File: config.mk
export PLATFORM = sky130hd
export DESIGN_NAME = packed_dna_kmer_extractor_top
export DESIGN_NICKNAME = d
export VERILOG_FILES = /design/src/rtl/core/pdke_pkg.sv /design/src/rtl/core/packed_dna_kmer_extractor_top.sv /design/src/rtl/core/pdke_window.sv /design/src/rtl/core/pdke_emit.sv
export SDC_FILE = /design/constraint.sdc
export NUM_CORES = 1
export LEC_CHECK = 0
export CORE_ASPECT_RATIO = 0.7
export CORE_MARGIN = 1.5
export CORE_UTILIZATION = 39
export CTS_BUF_LIST = sky130_fd_sc_hd__clkbuf_4 sky130_fd_sc_hd__clkbuf_8
export DETAILED_ROUTE_END_ITERATION = 10
export DONT_BUFFER_PORTS = 1
export SLEW_MARGIN = 20
export SYNTH_ARGS = -nofsm -noshare
export SYNTH_HDL_FRONTEND = slang
export SYNTH_HIERARCHICAL = 1
export SYNTH_SLANG_ARGS = --single-unit
File: constraint.sdc
create_clock -name clk -period 15.61 [get_ports clk]
set_clock_uncertainty 0.1 [all_clocks]
set_input_delay 0 -clock clk [delete_from_list [all_inputs] [get_ports clk]]
set_output_delay 0 -clock clk [all_outputs]
set_load 0.05 [all_outputs]
File: src/rtl/core/pdke_pkg.sv
// Shared constants, register indices and batch control type of the k-mer extractor.
package pdke_pkg;

	localparam int DEF_MAX_KMER   = 16;
	localparam int BASES_PER_BYTE = 4;
	localparam int BASE_W         = 2;
	localparam int BYTE_W         = BASES_PER_BYTE * BASE_W;
	localparam int CFG_W          = 32;
	localparam int POS_W          = 32;
	localparam int CODE_W         = 32;
	localparam int KLEN_W         = 5;
	localparam int KMER_RESET     = 16;
	// k-mers left to emit: up to 2^32 - 1, held in one bit more than a position
	localparam int REM_W          = POS_W + 1;

	typedef enum logic [1:0] {
		REG_KMER_LENGTH     = 2'd0,
		REG_START_POSITION  = 2'd1,
		REG_SEQUENCE_LENGTH = 2'd2
	} cfg_reg_t;

	// One byte's worth of results handed from the window stage to the emitter
	typedef struct packed {
		logic [1:0]       cnt_m1;  // results in the batch, minus one
		logic             last;    // final result of the batch ends the scan
		logic [POS_W-1:0] pos;     // position of the first result of the batch
	} bat_ctl_t;

endpackage

File: src/rtl/core/packed_dna_kmer_extractor_top.sv
// Top level of the packed DNA k-mer extractor: configuration registers and rearm logic.
//
// Takes one packed byte (four 2-bit bases, earliest base in bits 1:0) per transfer and
// emits every k-mer of the configured range with its position and a last flag. A byte
// that yields no k-mer (warm-up, or any byte after the final k-mer) does not hold the
// emitter; a byte that yields n k-mers (1 to 4) holds it until all n are sent, since the
// single result port sends one k-mer per cycle while out_ready allows. The next byte is
// taken in the cycle the emitter starts on the last k-mer of the current one. Results
// pass through the batch register and then the output register. Writing any of the
// three registers rearms the block for a new sequence; write only while the block is
// idle. The block comes out of reset rearmed with the reset register values, so it
// emits nothing until a sequence length is written.
module packed_dna_kmer_extractor_top #(
	parameter int MAX_KMER = pdke_pkg::DEF_MAX_KMER
) (
	input  logic                         clk,
	input  logic                         arst_n,
	// configuration
	input  logic                         cfg_we,
	input  logic [1:0]                   cfg_index,
	input  logic [pdke_pkg::CFG_W-1:0]   cfg_wdata,
	// byte channel
	input  logic                         in_valid,
	output logic                         in_ready,
	input  logic [pdke_pkg::BYTE_W-1:0]  packed_byte,
	// result channel
	output logic                         out_valid,
	input  logic                         out_ready,
	output logic [pdke_pkg::CODE_W-1:0]  kmer_code,
	output logic [pdke_pkg::POS_W-1:0]   kmer_position,
	output logic                         last_kmer
);
	import pdke_pkg::*;

	localparam int KW = $clog2(MAX_KMER + 1);
	localparam int PW = $clog2(MAX_KMER + 4);
	localparam int JW = $clog2(MAX_KMER + 4);
	localparam int WW = 2 * (MAX_KMER + 4);

	logic [KLEN_W-1:0] klen_q;
	logic [POS_W-1:0]  start_q;
	logic [POS_W-1:0]  len_q;

	logic [KLEN_W-1:0] klen_n;
	logic [POS_W-1:0]  start_n;
	logic [POS_W-1:0]  len_n;
	logic              arm;
	logic [KW-1:0]     arm_k;
	logic [PW-1:0]     arm_pre;
	logic [REM_W-1:0]  arm_rem;

	logic              bat_vld;
	logic [WW-1:0]     bat_win;
	logic [JW-1:0]     bat_j;
	bat_ctl_t          bat_ctl;
	logic              bat_take;
	logic [KW-1:0]     k_eff;

	// Register values as they stand after this cycle's write
	always_comb begin
		klen_n  = klen_q;
		start_n = start_q;
		len_n   = len_q;
		arm     = 1'b0;
		if (cfg_we) begin
			unique case (cfg_index)
				REG_KMER_LENGTH: begin
					klen_n = cfg_wdata[KLEN_W-1:0];
					arm    = 1'b1;
				end
				REG_START_POSITION: begin
					start_n = cfg_wdata[POS_W-1:0];
					arm     = 1'b1;
				end
				REG_SEQUENCE_LENGTH: begin
					len_n = cfg_wdata[POS_W-1:0];
					arm   = 1'b1;
				end
				default: begin
					arm = 1'b0;
				end
			endcase
		end
	end

	// Clamp k to 1..MAX_KMER and derive the scan counters for the rearm
	always_comb begin
		priority if (klen_n == '0) begin
			arm_k = KW'(1);
		end else if ({1'b0, klen_n} > (KLEN_W + 1)'(MAX_KMER)) begin
			arm_k = KW'(MAX_KMER);
		end else begin
			arm_k = KW'(klen_n);
		end
		arm_pre = PW'(start_n[1:0]) + PW'(arm_k) - PW'(1);
		if (len_n >= POS_W'(arm_k)) begin
			arm_rem = {1'b0, len_n} - REM_W'(arm_k) + REM_W'(1);
		end else begin
			arm_rem = '0;
		end
	end

	always_ff @(posedge clk or negedge arst_n) begin
		if (!arst_n) begin
			klen_q  <= KLEN_W'(KMER_RESET);
			start_q <= '0;
			len_q   <= '0;
		end else begin
			klen_q  <= klen_n;
			start_q <= start_n;
			len_q   <= len_n;
		end
	end

	pdke_window #(
		.MAX_KMER (MAX_KMER),
		.KW       (KW),
		.PW       (PW),
		.JW       (JW),
		.WW       (WW)
	) u_window (
		.clk         (clk),
		.arst_n      (arst_n),
		.arm         (arm),
		.arm_k       (arm_k),
		.arm_pre     (arm_pre),
		.arm_rem     (arm_rem),
		.arm_pos     (start_n),
		.in_valid    (in_valid),
		.in_ready    (in_ready),
		.packed_byte (packed_byte),
		.bat_vld     (bat_vld),
		.bat_win     (bat_win),
		.bat_j       (bat_j),
		.bat_ctl     (bat_ctl),
		.bat_take    (bat_take),
		.k_eff       (k_eff)
	);

	pdke_emit #(
		.MAX_KMER (MAX_KMER),
		.KW       (KW),
		.JW       (JW),
		.WW       (WW)
	) u_emit (
		.clk           (clk),
		.arst_n        (arst_n),
		.bat_vld       (bat_vld),
		.bat_win       (bat_win),
		.bat_j         (bat_j),
		.bat_ctl       (bat_ctl),
		.bat_take      (bat_take),
		.k_eff         (k_eff),
		.out_valid     (out_valid),
		.out_ready     (out_ready),
		.kmer_code     (kmer_code),
		.kmer_position (kmer_position),
		.last_kmer     (last_kmer)
	);

endmodule

File: src/rtl/core/pdke_window.sv
// Base window, scan counters and per-byte batch register of the k-mer extractor.
module pdke_window #(
	parameter int MAX_KMER = pdke_pkg::DEF_MAX_KMER,
	parameter int KW       = $clog2(MAX_KMER + 1),
	parameter int PW       = $clog2(MAX_KMER + 4),
	parameter int JW       = $clog2(MAX_KMER + 4),
	parameter int WW       = 2 * (MAX_KMER + 4)
) (
	input  logic                         clk,
	input  logic                         arst_n,
	// rearm
	input  logic                         arm,
	input  logic [KW-1:0]                arm_k,
	input  logic [PW-1:0]                arm_pre,
	input  logic [pdke_pkg::REM_W-1:0]   arm_rem,
	input  logic [pdke_pkg::POS_W-1:0]   arm_pos,
	// byte channel
	input  logic                         in_valid,
	output logic                         in_ready,
	input  logic [pdke_pkg::BYTE_W-1:0]  packed_byte,
	// batch to the emitter
	output logic                         bat_vld,
	output logic [WW-1:0]                bat_win,
	output logic [JW-1:0]                bat_j,
	output pdke_pkg::bat_ctl_t           bat_ctl,
	input  logic                         bat_take,
	output logic [KW-1:0]                k_eff
);
	import pdke_pkg::*;

	localparam int K_RST = (KMER_RESET > MAX_KMER) ? MAX_KMER : KMER_RESET;

	logic [WW-1:0]    win_q;
	logic [KW-1:0]    k_q;
	logic [PW-1:0]    pre_q;
	logic [REM_W-1:0] rem_q;
	logic [POS_W-1:0] pos_q;

	logic             bat_vld_q;
	logic [WW-1:0]    bat_win_q;
	logic [JW-1:0]    bat_j_q;
	bat_ctl_t         bat_ctl_q;

	logic             in_xfer;
	logic [WW-1:0]    win_n;
	logic [2:0]       skip;
	logic [2:0]       avail;
	logic [2:0]       emit_n;
	logic [JW-1:0]    first_j;

	assign in_ready = !bat_vld_q || bat_take;
	assign in_xfer  = in_valid && in_ready;

	// Shift the four new bases in at the top of the window
	assign win_n = {packed_byte, win_q[WW-1:BYTE_W]};

	// Drop candidates that start before the start position, cap by k-mers left
	always_comb begin
		if (pre_q >= PW'(BASES_PER_BYTE)) begin
			skip = 3'(BASES_PER_BYTE);
		end else begin
			skip = 3'(pre_q);
		end
		avail = 3'(BASES_PER_BYTE) - skip;
		if (rem_q < REM_W'(avail)) begin
			emit_n = 3'(rem_q);
		end else begin
			emit_n = avail;
		end
		first_j = JW'(MAX_KMER + 1) - JW'(k_q) + JW'(skip);
	end

	// Scan state: window and counters advance on each byte transfer
	always_ff @(posedge clk or negedge arst_n) begin
		if (!arst_n) begin
			win_q <= '0;
			k_q   <= KW'(K_RST);
			pre_q <= PW'(K_RST - 1);
			rem_q <= '0;
			pos_q <= '0;
		end else if (arm) begin
			win_q <= '0;
			k_q   <= arm_k;
			pre_q <= arm_pre;
			rem_q <= arm_rem;
			pos_q <= arm_pos;
		end else if (in_xfer) begin
			win_q <= win_n;
			pre_q <= pre_q - PW'(skip);
			rem_q <= rem_q - REM_W'(emit_n);
			pos_q <= pos_q + POS_W'(emit_n);
		end
	end

	// Batch register: hold one byte's results until the emitter has sent them all
	always_ff @(posedge clk or negedge arst_n) begin
		if (!arst_n) begin
			bat_vld_q <= 1'b0;
		end else if (in_xfer && emit_n != 3'd0) begin
			bat_vld_q <= 1'b1;
		end else if (bat_take) begin
			bat_vld_q <= 1'b0;
		end
	end

	always_ff @(posedge clk) begin
		if (in_xfer && emit_n != 3'd0) begin
			bat_win_q        <= win_n;
			bat_j_q          <= first_j;
			bat_ctl_q.cnt_m1 <= 2'(emit_n - 3'd1);
			bat_ctl_q.last   <= (rem_q == REM_W'(emit_n));
			bat_ctl_q.pos    <= pos_q;
		end
	end

	assign bat_vld = bat_vld_q;
	assign bat_win = bat_win_q;
	assign bat_j   = bat_j_q;
	assign bat_ctl = bat_ctl_q;
	assign k_eff   = k_q;

	// k-mers left only shrink between rearms
	a_rem_down: assert property (@(posedge clk) disable iff (!arst_n)
		!arm |=> rem_q <= $past(rem_q))
		else $error("k-mer count grew without rearm");

	// Warm-up skip count only shrinks between rearms
	a_pre_down: assert property (@(posedge clk) disable iff (!arst_n)
		!arm |=> pre_q <= $past(pre_q))
		else $error("skip count grew without rearm");

	// Position advances by exactly the number of k-mers handed out
	a_pos_track: assert property (@(posedge clk) disable iff (!arst_n)
		!arm |=> (pos_q - $past(pos_q)) == POS_W'($past(rem_q) - rem_q))
		else $error("position and k-mer count out of step");

endmodule

File: src/rtl/core/pdke_emit.sv
// Result emitter of the k-mer extractor: one k-mer per cycle into the output register while it has a free slot.
module pdke_emit #(
	parameter int MAX_KMER = pdke_pkg::DEF_MAX_KMER,
	parameter int KW       = $clog2(MAX_KMER + 1),
	parameter int JW       = $clog2(MAX_KMER + 4),
	parameter int WW       = 2 * (MAX_KMER + 4)
) (
	input  logic                         clk,
	input  logic                         arst_n,
	input  logic                         bat_vld,
	input  logic [WW-1:0]                bat_win,
	input  logic [JW-1:0]                bat_j,
	input  pdke_pkg::bat_ctl_t           bat_ctl,
	output logic                         bat_take,
	input  logic [KW-1:0]                k_eff,
	output logic                         out_valid,
	input  logic                         out_ready,
	output logic [pdke_pkg::CODE_W-1:0]  kmer_code,
	output logic [pdke_pkg::POS_W-1:0]   kmer_position,
	output logic                         last_kmer
);
	import pdke_pkg::*;

	localparam int CW = 2 * MAX_KMER;
	localparam int TW = (CW > CODE_W) ? CW : CODE_W;

	logic [1:0]        idx_q;
	logic              out_valid_q;
	logic [CODE_W-1:0] code_q;
	logic [POS_W-1:0]  pos_q;
	logic              last_q;

	logic              out_load;
	logic              fire;
	logic [JW-1:0]     j;
	logic [WW-1:0]     shifted;
	logic [CW-1:0]     kmask;
	logic [CW-1:0]     kbits;
	logic [TW-1:0]     code_w;
	logic              idx_end;

	assign out_load = !out_valid_q || out_ready;
	assign fire     = bat_vld && out_load;
	assign idx_end  = (idx_q == bat_ctl.cnt_m1);
	assign bat_take = fire && idx_end;

	// Pick the k bases that start at window index j
	assign j       = bat_j + JW'(idx_q);
	assign shifted = bat_win >> {j, 1'b0};
	assign kmask   = {CW{1'b1}} >> ((KW + 1)'(CW) - {k_eff, 1'b0});
	assign kbits   = shifted[CW-1:0] & kmask;
	assign code_w  = TW'(kbits);

	// Step through the batch
	always_ff @(posedge clk or negedge arst_n) begin
		if (!arst_n) begin
			idx_q <= '0;
		end else if (bat_take) begin
			idx_q <= '0;
		end else if (fire) begin
			idx_q <= idx_q + 2'd1;
		end
	end

	// Output register: load on a free slot, clear after the transfer
	always_ff @(posedge clk or negedge arst_n) begin
		if (!arst_n) begin
			out_valid_q <= 1'b0;
		end else if (fire) begin
			out_valid_q <= 1'b1;
		end else if (out_ready) begin
			out_valid_q <= 1'b0;
		end
	end

	always_ff @(posedge clk) begin
		if (fire) begin
			code_q <= code_w[CODE_W-1:0];
			pos_q  <= bat_ctl.pos + POS_W'(idx_q);
			last_q <= bat_ctl.last && idx_end;
		end
	end

	assign out_valid     = out_valid_q;
	assign kmer_code     = code_q;
	assign kmer_position = pos_q;
	assign last_kmer     = last_q;

	// A batch is released only while one is held
	a_take_vld: assert property (@(posedge clk) disable iff (!arst_n)
		bat_take |-> bat_vld)
		else $error("batch released while none held");

	// A batch step is always followed by a result on the output
	a_fire_out: assert property (@(posedge clk) disable iff (!arst_n)
		fire |=> out_valid)
		else $error("result lost between batch and output register");

	// Step index never runs past the batch size
	a_idx_range: assert property (@(posedge clk) disable iff (!arst_n)
		bat_vld |-> idx_q <= bat_ctl.cnt_m1)
		else $error("batch index beyond batch size");

endmodule
# --- After elaboration in Yosys (flattened, before gate mapping) ---
# Index checks and enable logic that the tools add are counted.
# W data, S select, Z words.
op_classes:
  n_addsub: 15
  n_lt_le_gt_ge: 4
  eq_ne: 4
  n_shift: 2
  n_mux: 27
  bitwise: 1
  reduce_logical: 17
op_table:
  columns: ["cell", "count"]
  rows:
  - ["$mux W32", 6]
  - ["$mux W33", 3]
  - ["$mux W40", 2]
  - ["$shr A40 B6 Y32", 1]
  - ["$add A33 B1 Y33 const B", 1]
  - ["$eq A33 B3 Y1", 1]
  - ["$lt A33 B3 Y1", 1]
  - ["$sub A32 B5 Y33", 1]
  - ["$sub A33 B3 Y33", 1]
  - ["$add A32 B2 Y32", 1]
  - ["$add A32 B3 Y32", 1]
  - ["$and A32 B32 Y32", 1]
  - ["$ge A32 B5 Y1", 1]
  - ["$shr A32 B6 Y32 const A", 1]
  - ["$mux W5", 6]
  - ["$reduce_bool A2 Y1", 4]
  - ["$mux W1", 6]
  - ["$mux W3", 2]
  - ["$sub A6 B6 Y6 const A", 1]
  - ["$add A2 B5 Y5", 1]
  - ["$add A5 B2 Y5", 1]
  - ["$add A5 B3 Y5", 1]
  - ["$ge A5 B3 Y1 const B", 1]
  - ["$gt A5 B5 Y1 const B", 1]
  - ["other kinds (17)", 24]
totals:
  ff_bits: 333
  wordCells: 89

# --- Longest topological paths before layout ---
depth:
  depth_word: 10
  ltp_mapped: 19
  ltp_nobuf: 19

# --- Hierarchy ---
# The synthesis kept the hierarchy.
by_module_without_submodules:
  columns: ["module", "n_inst", "cells_each", "area_each_um2", "seq_area_each_um2"]
  rows:
  - ["pdke_window", 1, 759, 8430.6, 5111.2]
  - ["packed_dna_kmer_extractor_top", 1, 570, 5331.4, 1727.9]
  - ["pdke_emit", 1, 473, 4919.7, 2026.9]

# --- Worst setup path after synthesis ---
# No wires, ideal clock.
synth_timing:
  path_kind: "reg-to-reg"
  from: "reg u_window.pre_q[3]"
  to: "reg u_window.bat_ctl_q (netlist bit u_window/bat_ctl[0]) (enable)"
  arrival_ns: 5.804
  required_time_ns: 14.990
  path_slack_ns: 9.187
  path_stages_with_launch: 10
  period_less_slack_ns: 6.423
  path_cell_list: "dfstp_2 -> nor3_1 -> nand2_1 -> ha_1 -> o21a_1 -> o31ai_2 -> nand2_1 -> mux2_2 -> and3_1 -> nor2_1"
synth_between:
  elab_chain_len: 7
synth_rtl:
  columns: ["item", "line", "text"]
  rows:
  - ["start, declared", "pdke_window.sv:35", "logic [PW-1:0] pre_q;"]
  - ["start signal, assigned", "pdke_window.sv:78", "pre_q <= PW'(K_RST - 1);"]
  - ["start signal, assigned", "pdke_window.sv:84", "pre_q <= arm_pre;"]
  - ["start signal, assigned", "pdke_window.sv:89", "pre_q <= pre_q - PW'(skip);"]
  - ["$ge A5 B3 Y1 (*)", "pdke_window.sv:59", "if (pre_q >= PW'(BASES_PER_BYTE)) begin"]
  - ["$mux W3 (*)", "pdke_window.sv:59", null]
  - ["$sub A3 B3 Y3 (*)", "pdke_window.sv:64", "avail = 3'(BASES_PER_BYTE) - skip;"]
  - ["$lt A33 B3 Y1", "pdke_window.sv:65", "if (rem_q < REM_W'(avail)) begin"]
  - ["$mux W3 (*)", "pdke_window.sv:65", null]
  - ["$reduce_bool A3 Y1 (*)", "pdke_window.sv:107", "if (in_xfer && emit_n != 3'd0) begin"]
  - ["$logic_and A1 B1 Y1 (*)", "pdke_window.sv:107", null]
  - ["end, declared", "pdke_window.sv:42", "bat_ctl_t bat_ctl_q;"]
# Mark *: on every way between the ends. The rest lies on a longest branch, timed or not.
# A chain may end at the register's enable or synchronous reset.

# --- Final worst setup path ---
layout_timing:
  from: "in cfg_index[0]"
  to: "reg u_window.rem_q[31]"
layout_between:
  elab_chain_len: 10
  elab_cells_between_ends: 20
  cone_classes: "2 x add/sub; 2 x order compare; 2 x eq/ne; 10 x mux; 4 x reduce/logical"
layout_rtl:
  columns: ["item", "line", "text"]
  rows:
  - ["start, declared", "packed_dna_kmer_extractor_top.sv:20", "input logic [1:0] cfg_index,"]
  - ["$logic_not A2 Y1", "packed_dna_kmer_extractor_top.sv:66", "unique case (cfg_index)"]
  - ["$mux W5", "packed_dna_kmer_extractor_top.sv:66", null]
  - ["$mux W5", "packed_dna_kmer_extractor_top.sv:65", "if (cfg_we) begin"]
  - ["$gt A5 B5 Y1", "packed_dna_kmer_extractor_top.sv:90", "end else if ({1'b0, klen_n} > (KLEN_W + 1)'(MAX_KMER)) begin"]
  - ["$mux W5", "packed_dna_kmer_extractor_top.sv:90", null]
  - ["$mux W5", "packed_dna_kmer_extractor_top.sv:88", "priority if (klen_n == '0) begin"]
  - ["$sub A32 B5 Y33", "packed_dna_kmer_extractor_top.sv:97", "arm_rem = {1'b0, len_n} - REM_W'(arm_k) + REM_W'(1);"]
  - ["$add A33 B1 Y33", "packed_dna_kmer_extractor_top.sv:97", null]
  - ["$mux W33 (*)", "packed_dna_kmer_extractor_top.sv:96", "if (len_n >= POS_W'(arm_k)) begin"]
  - ["via arm_rem[31]", "packed_dna_kmer_extractor_top.sv:50", "logic [REM_W-1:0] arm_rem;"]
  - ["$mux W33 (*)", "pdke_window.sv:81", "end else if (arm) begin"]
  - ["end signal, assigned", "pdke_window.sv:85", "rem_q <= arm_rem;"]
  - ["end signal, assigned", "pdke_window.sv:90", "rem_q <= rem_q - REM_W'(emit_n);"]
  - ["end, declared", "pdke_window.sv:36", "logic [REM_W-1:0] rem_q;"]
# The timed path passes the listed nets; every way through them passes the cells marked *.

==> flow_metrics.env <==
export IMPL_run_status="finished, final reports clean"
export IMPL_first_global_vias=13395
export IMPL_initial_utilization=0.399
export IMPL_flops_latches_synth=325
export IMPL_power_leakage_nw=8.62
export IMPL_cts_max_level=2
export IMPL_worst_ep_arrival_time_ps=5600
export IMPL_crit_required_ps=16020
export IMPL_largest_reg_flops=40
export IMPL_vias_per_cell=5.46
export IMPL_postLayoutSetupSlackWorst_ps=10420
export IMPL_hold_class="primary input to flip-flop"
export IMPL_max_fanout_on_critical_path=6
export IMPL_cp_num_buf_inv=4
export IMPL_tritoncts="built"
export IMPL_cts_made_buffers=56
export IMPL_postSynthNetCount=1938
export IMPL_first_pass_grt_wire_length_microns=76900
export IMPL_antenna_cells_inserted=0
export IMPL_clkLatencyLatePin_ps=660
export IMPL_cts_resized_gates=0
export IMPL_yosysWarnings=6
export IMPL_groute_usage_overall=0.199
export IMPL_final_max_slew_viol_count=0
export IMPL_asyncSetResetFlopFracSynth=0.554
export IMPL_pre_cts_slack_ps=10520
export IMPL_yosys_cell_types_count=95
export IMPL_port_buffers=0
export IMPL_critical_path_max_stage_delay_ps=790
export IMPL_synth_edf_count=145
export IMPL_path_class="primary input to flip-flop"
export IMPL_timing_hold_violations_final=0
export IMPL_avgRoutedWirePerCell_microns=19.2
export IMPL_multi_input_combinational_cell_area_sq_um=9080
export IMPL_grt_antenna_before_repair=0
export IMPL_crit_path_start_kind="primary input"
export IMPL_hold_path_startpoint="out_ready"
export IMPL_final_min_period_over_clock_period=0.333
export IMPL_postRouteAntennaNets=0
export IMPL_maxSlewHeadroom=0.242
export IMPL_die_area_sq_um=49200
export IMPL_cts_root_buf="clkbuf_8"
export IMPL_rsz0062_at_grt="false"
export IMPL_path_cells="dlygate4sd3_1 -> nor3b_2 -> dlygate4sd3_1 -> mux2i_1 -> nand2_1 -> ha_1 -> inv_1 -> ha_1 -> inv_1 -> fa_1 -> o21bai_1 -> and3_2 -> nor2_2 -> o41ai_2 -> a211oi_1 -> o22a_1 -> mux2_4 -> nand2_1 -> o21ai_1"
export IMPL_synthToLayoutAreaGrowth_pct=14.8
export IMPL_worst_setup_path_startpoint="cfg_index[0]"
export IMPL_post_synth_instance_area_sq_um=18700
export IMPL_setup_viol=0
export IMPL_layout_commonest_cell="nand2_1"
export IMPL_drt_pass1_iter_count=6
export IMPL_register_clock_pin_slew_on_the_reported_worst_setup_and_hold_paths_ps=70
export IMPL_seqCellArea_sq_um=8870
export IMPL_final_net_count=2017
export IMPL_crit_path_end_kind="flip-flop"
export IMPL_pin_count=114
export IMPL_die_width_microns=265
export IMPL_post_route_cells_drive_above_1_share=0.138
export IMPL_cts_sinks=325
export IMPL_placementRows=66
export IMPL_finalWeightedCongestion=0.893
export IMPL_drc_violation_total_after_the_first_tritonroute_iteration=1375
export IMPL_tightestPinTransition_ps=1140
export IMPL_pin_count_of_the_biggest_net_entering_global_routing=174
export IMPL_max_cap_violations=0
export IMPL_route_detailed_drc=0
export IMPL_most_common_layout_cells="193 x nand2_1, 174 x dfrtp_1, 145 x edfxtp_1, 128 x nor2_1, 109 x inv_1"
export IMPL_ctsLongestPathBuffers=3
export IMPL_postCtsSetupRepairBufs=0
export IMPL_postSynth_topFlopCell="dfrtp_1"
export IMPL_hold_worst_slack_ps=74.0
export IMPL_dp_final_hpwl_microns=34700
export IMPL_cpMaxStageDelayCell="dlygate4sd3_1"
export IMPL_avgSynthCellArea_sq_um=10.4
export IMPL_final_setup_tns_ps=0
export IMPL_p_per_area_nw_per_um2=202
export IMPL_timing_rr_start="u_window/pre_q[3]"
export IMPL_syn_inst=1802
export IMPL_synth_sequential_area_ratio=0.475
export IMPL_critPathTopFamily="buffers and inverters"
export IMPL_fmax_ghz=0.193
export IMPL_vdd_ir_drop_max_mv=0.0938
export IMPL_wirelength_microns=48900
export IMPL_layout_filler_cells=4265
export IMPL_period_needed_ps=5190
export IMPL_die_height_microns=186
export IMPL_detailroute_via_count=13885
export IMPL_fp_coreArea_sq_um=46800
export IMPL_final_util=0.458
export IMPL_grt_remaining_overflow=0
export IMPL_power_mw=4.33
[per-layer routing]
layer	part of all wire	routed length, microns	GRT usage	up-vias
met5	0	0	0	-
met4	0.019	929	0.0536	0
met3	0.067	3290	0.0405	68
met2	0.39	19100	0.266	453
met1	0.52	25500	0.317	6773
li1	-	-	-	6591
[what timing repair did]
item / 4_1_cts / 5_1_grt
endpoints found under the hold margin: 351 / 0
hold buffers: 87 / 0
setup endpoints to repair: 0 / 0
[synthesized netlist by cell type, drive strengths merged (9+ instances only)]
library cell	n	share of area
nor4	22	0.0080
mux4	11	0.013
and3	15	0.0051
a21oi	100	0.028
a221oi	10	0.0047
nand4	30	0.010
nor2b	24	0.0080
or3	12	0.0043
dfrtp	174	0.23
nand3	39	0.010
ha	82	0.055
and2	10	0.0033
xor2	46	0.022
edfxtp	145	0.23
nand2b	18	0.0064
or4	9	0.0040
xnor2	78	0.037
clkbuf	51	0.010
a21o	9	0.0037
nor2	130	0.026
o21ai	101	0.027
buf	30	0.0088
nor3b	9	0.0044
mux2i	64	0.034
nand2	193	0.039
or2	10	0.0033
a211oi	20	0.0080
inv	112	0.023
nor3	51	0.016
mux2	78	0.047
[worst reg2reg max path: cells and delay by family, from the launching register on]
kind | cells | cell delay (ps)
adders and majority gates | 3 | 920
muxes | 1 | 370
DFF | 1 | 400
xor gates and xnor gates | 1 | 130
buffers and inverters | 2 | 190
AOI/OAI and AO/OA | 4 | 780
and+or+nand+nor | 7 | 2150
[area by class of cell]
type / count / share of cell area
clock buffer: 92 / 0.0529
clock inverter: 14 / 0.00805
inverter: 112 / 0.0196
multi-input combinational: 1284 / 0.424
sequential: 325 / 0.413
tap: 612 / 0.0357
timing repair buffer: 102 / 0.0467
[per-stage QoR]
| step | cells | instance area, sq um |
|---|---|---|
| finish | 2541 | 21400 |
| global route | 2541 | 21400 |
| CTS | 2541 | 21400 |
| detailed placement | 2348 | 19200 |
| global placement | 2348 | 19200 |
| floorplan | 1802 | 18700 |
[cell families (layout without fill, tap and decap cells)]
| kind of cell | count (synthesis) | after routing | share of synthesized area |
|---|---|---|---|
| flops | 325 | 325 | 0.475 |
| simple gates | 600 | 600 | 0.163 |
| compound gates | 316 | 316 | 0.105 |
| other cells | 2 | 2 | 0.000402 |
| fa+ha+maj | 89 | 89 | 0.0624 |
| mux | 153 | 153 | 0.0948 |
| xor+xnor | 124 | 124 | 0.0585 |
| buf+inv | 193 | 320 | 0.0416 |
[path summary, 6_finish.rpt]
path                                        to  slack (ps)  cells past startpoint
max reg2reg                 u_window/pos_q[22]       10440                     18
min in group asynchronous            len_q[20]         380                      3
min                           u_emit/out_valid          70                      3
min reg2reg                u_window/bat_win[0]         340                      0
max in group asynchronous            len_q[14]       13810                      4
max                         u_window/rem_q[31]       10420                     19
[power by group]
group	internal (mW)	switching [mW]	leakage, nW
clock	0.513	0.373	0.695
combinational	0.698	1.14	4.33
sequential	1.20	0.403	3.59
total	2.41	1.92	8.62
No activity file was read; power rests on OpenSTA's default activity.
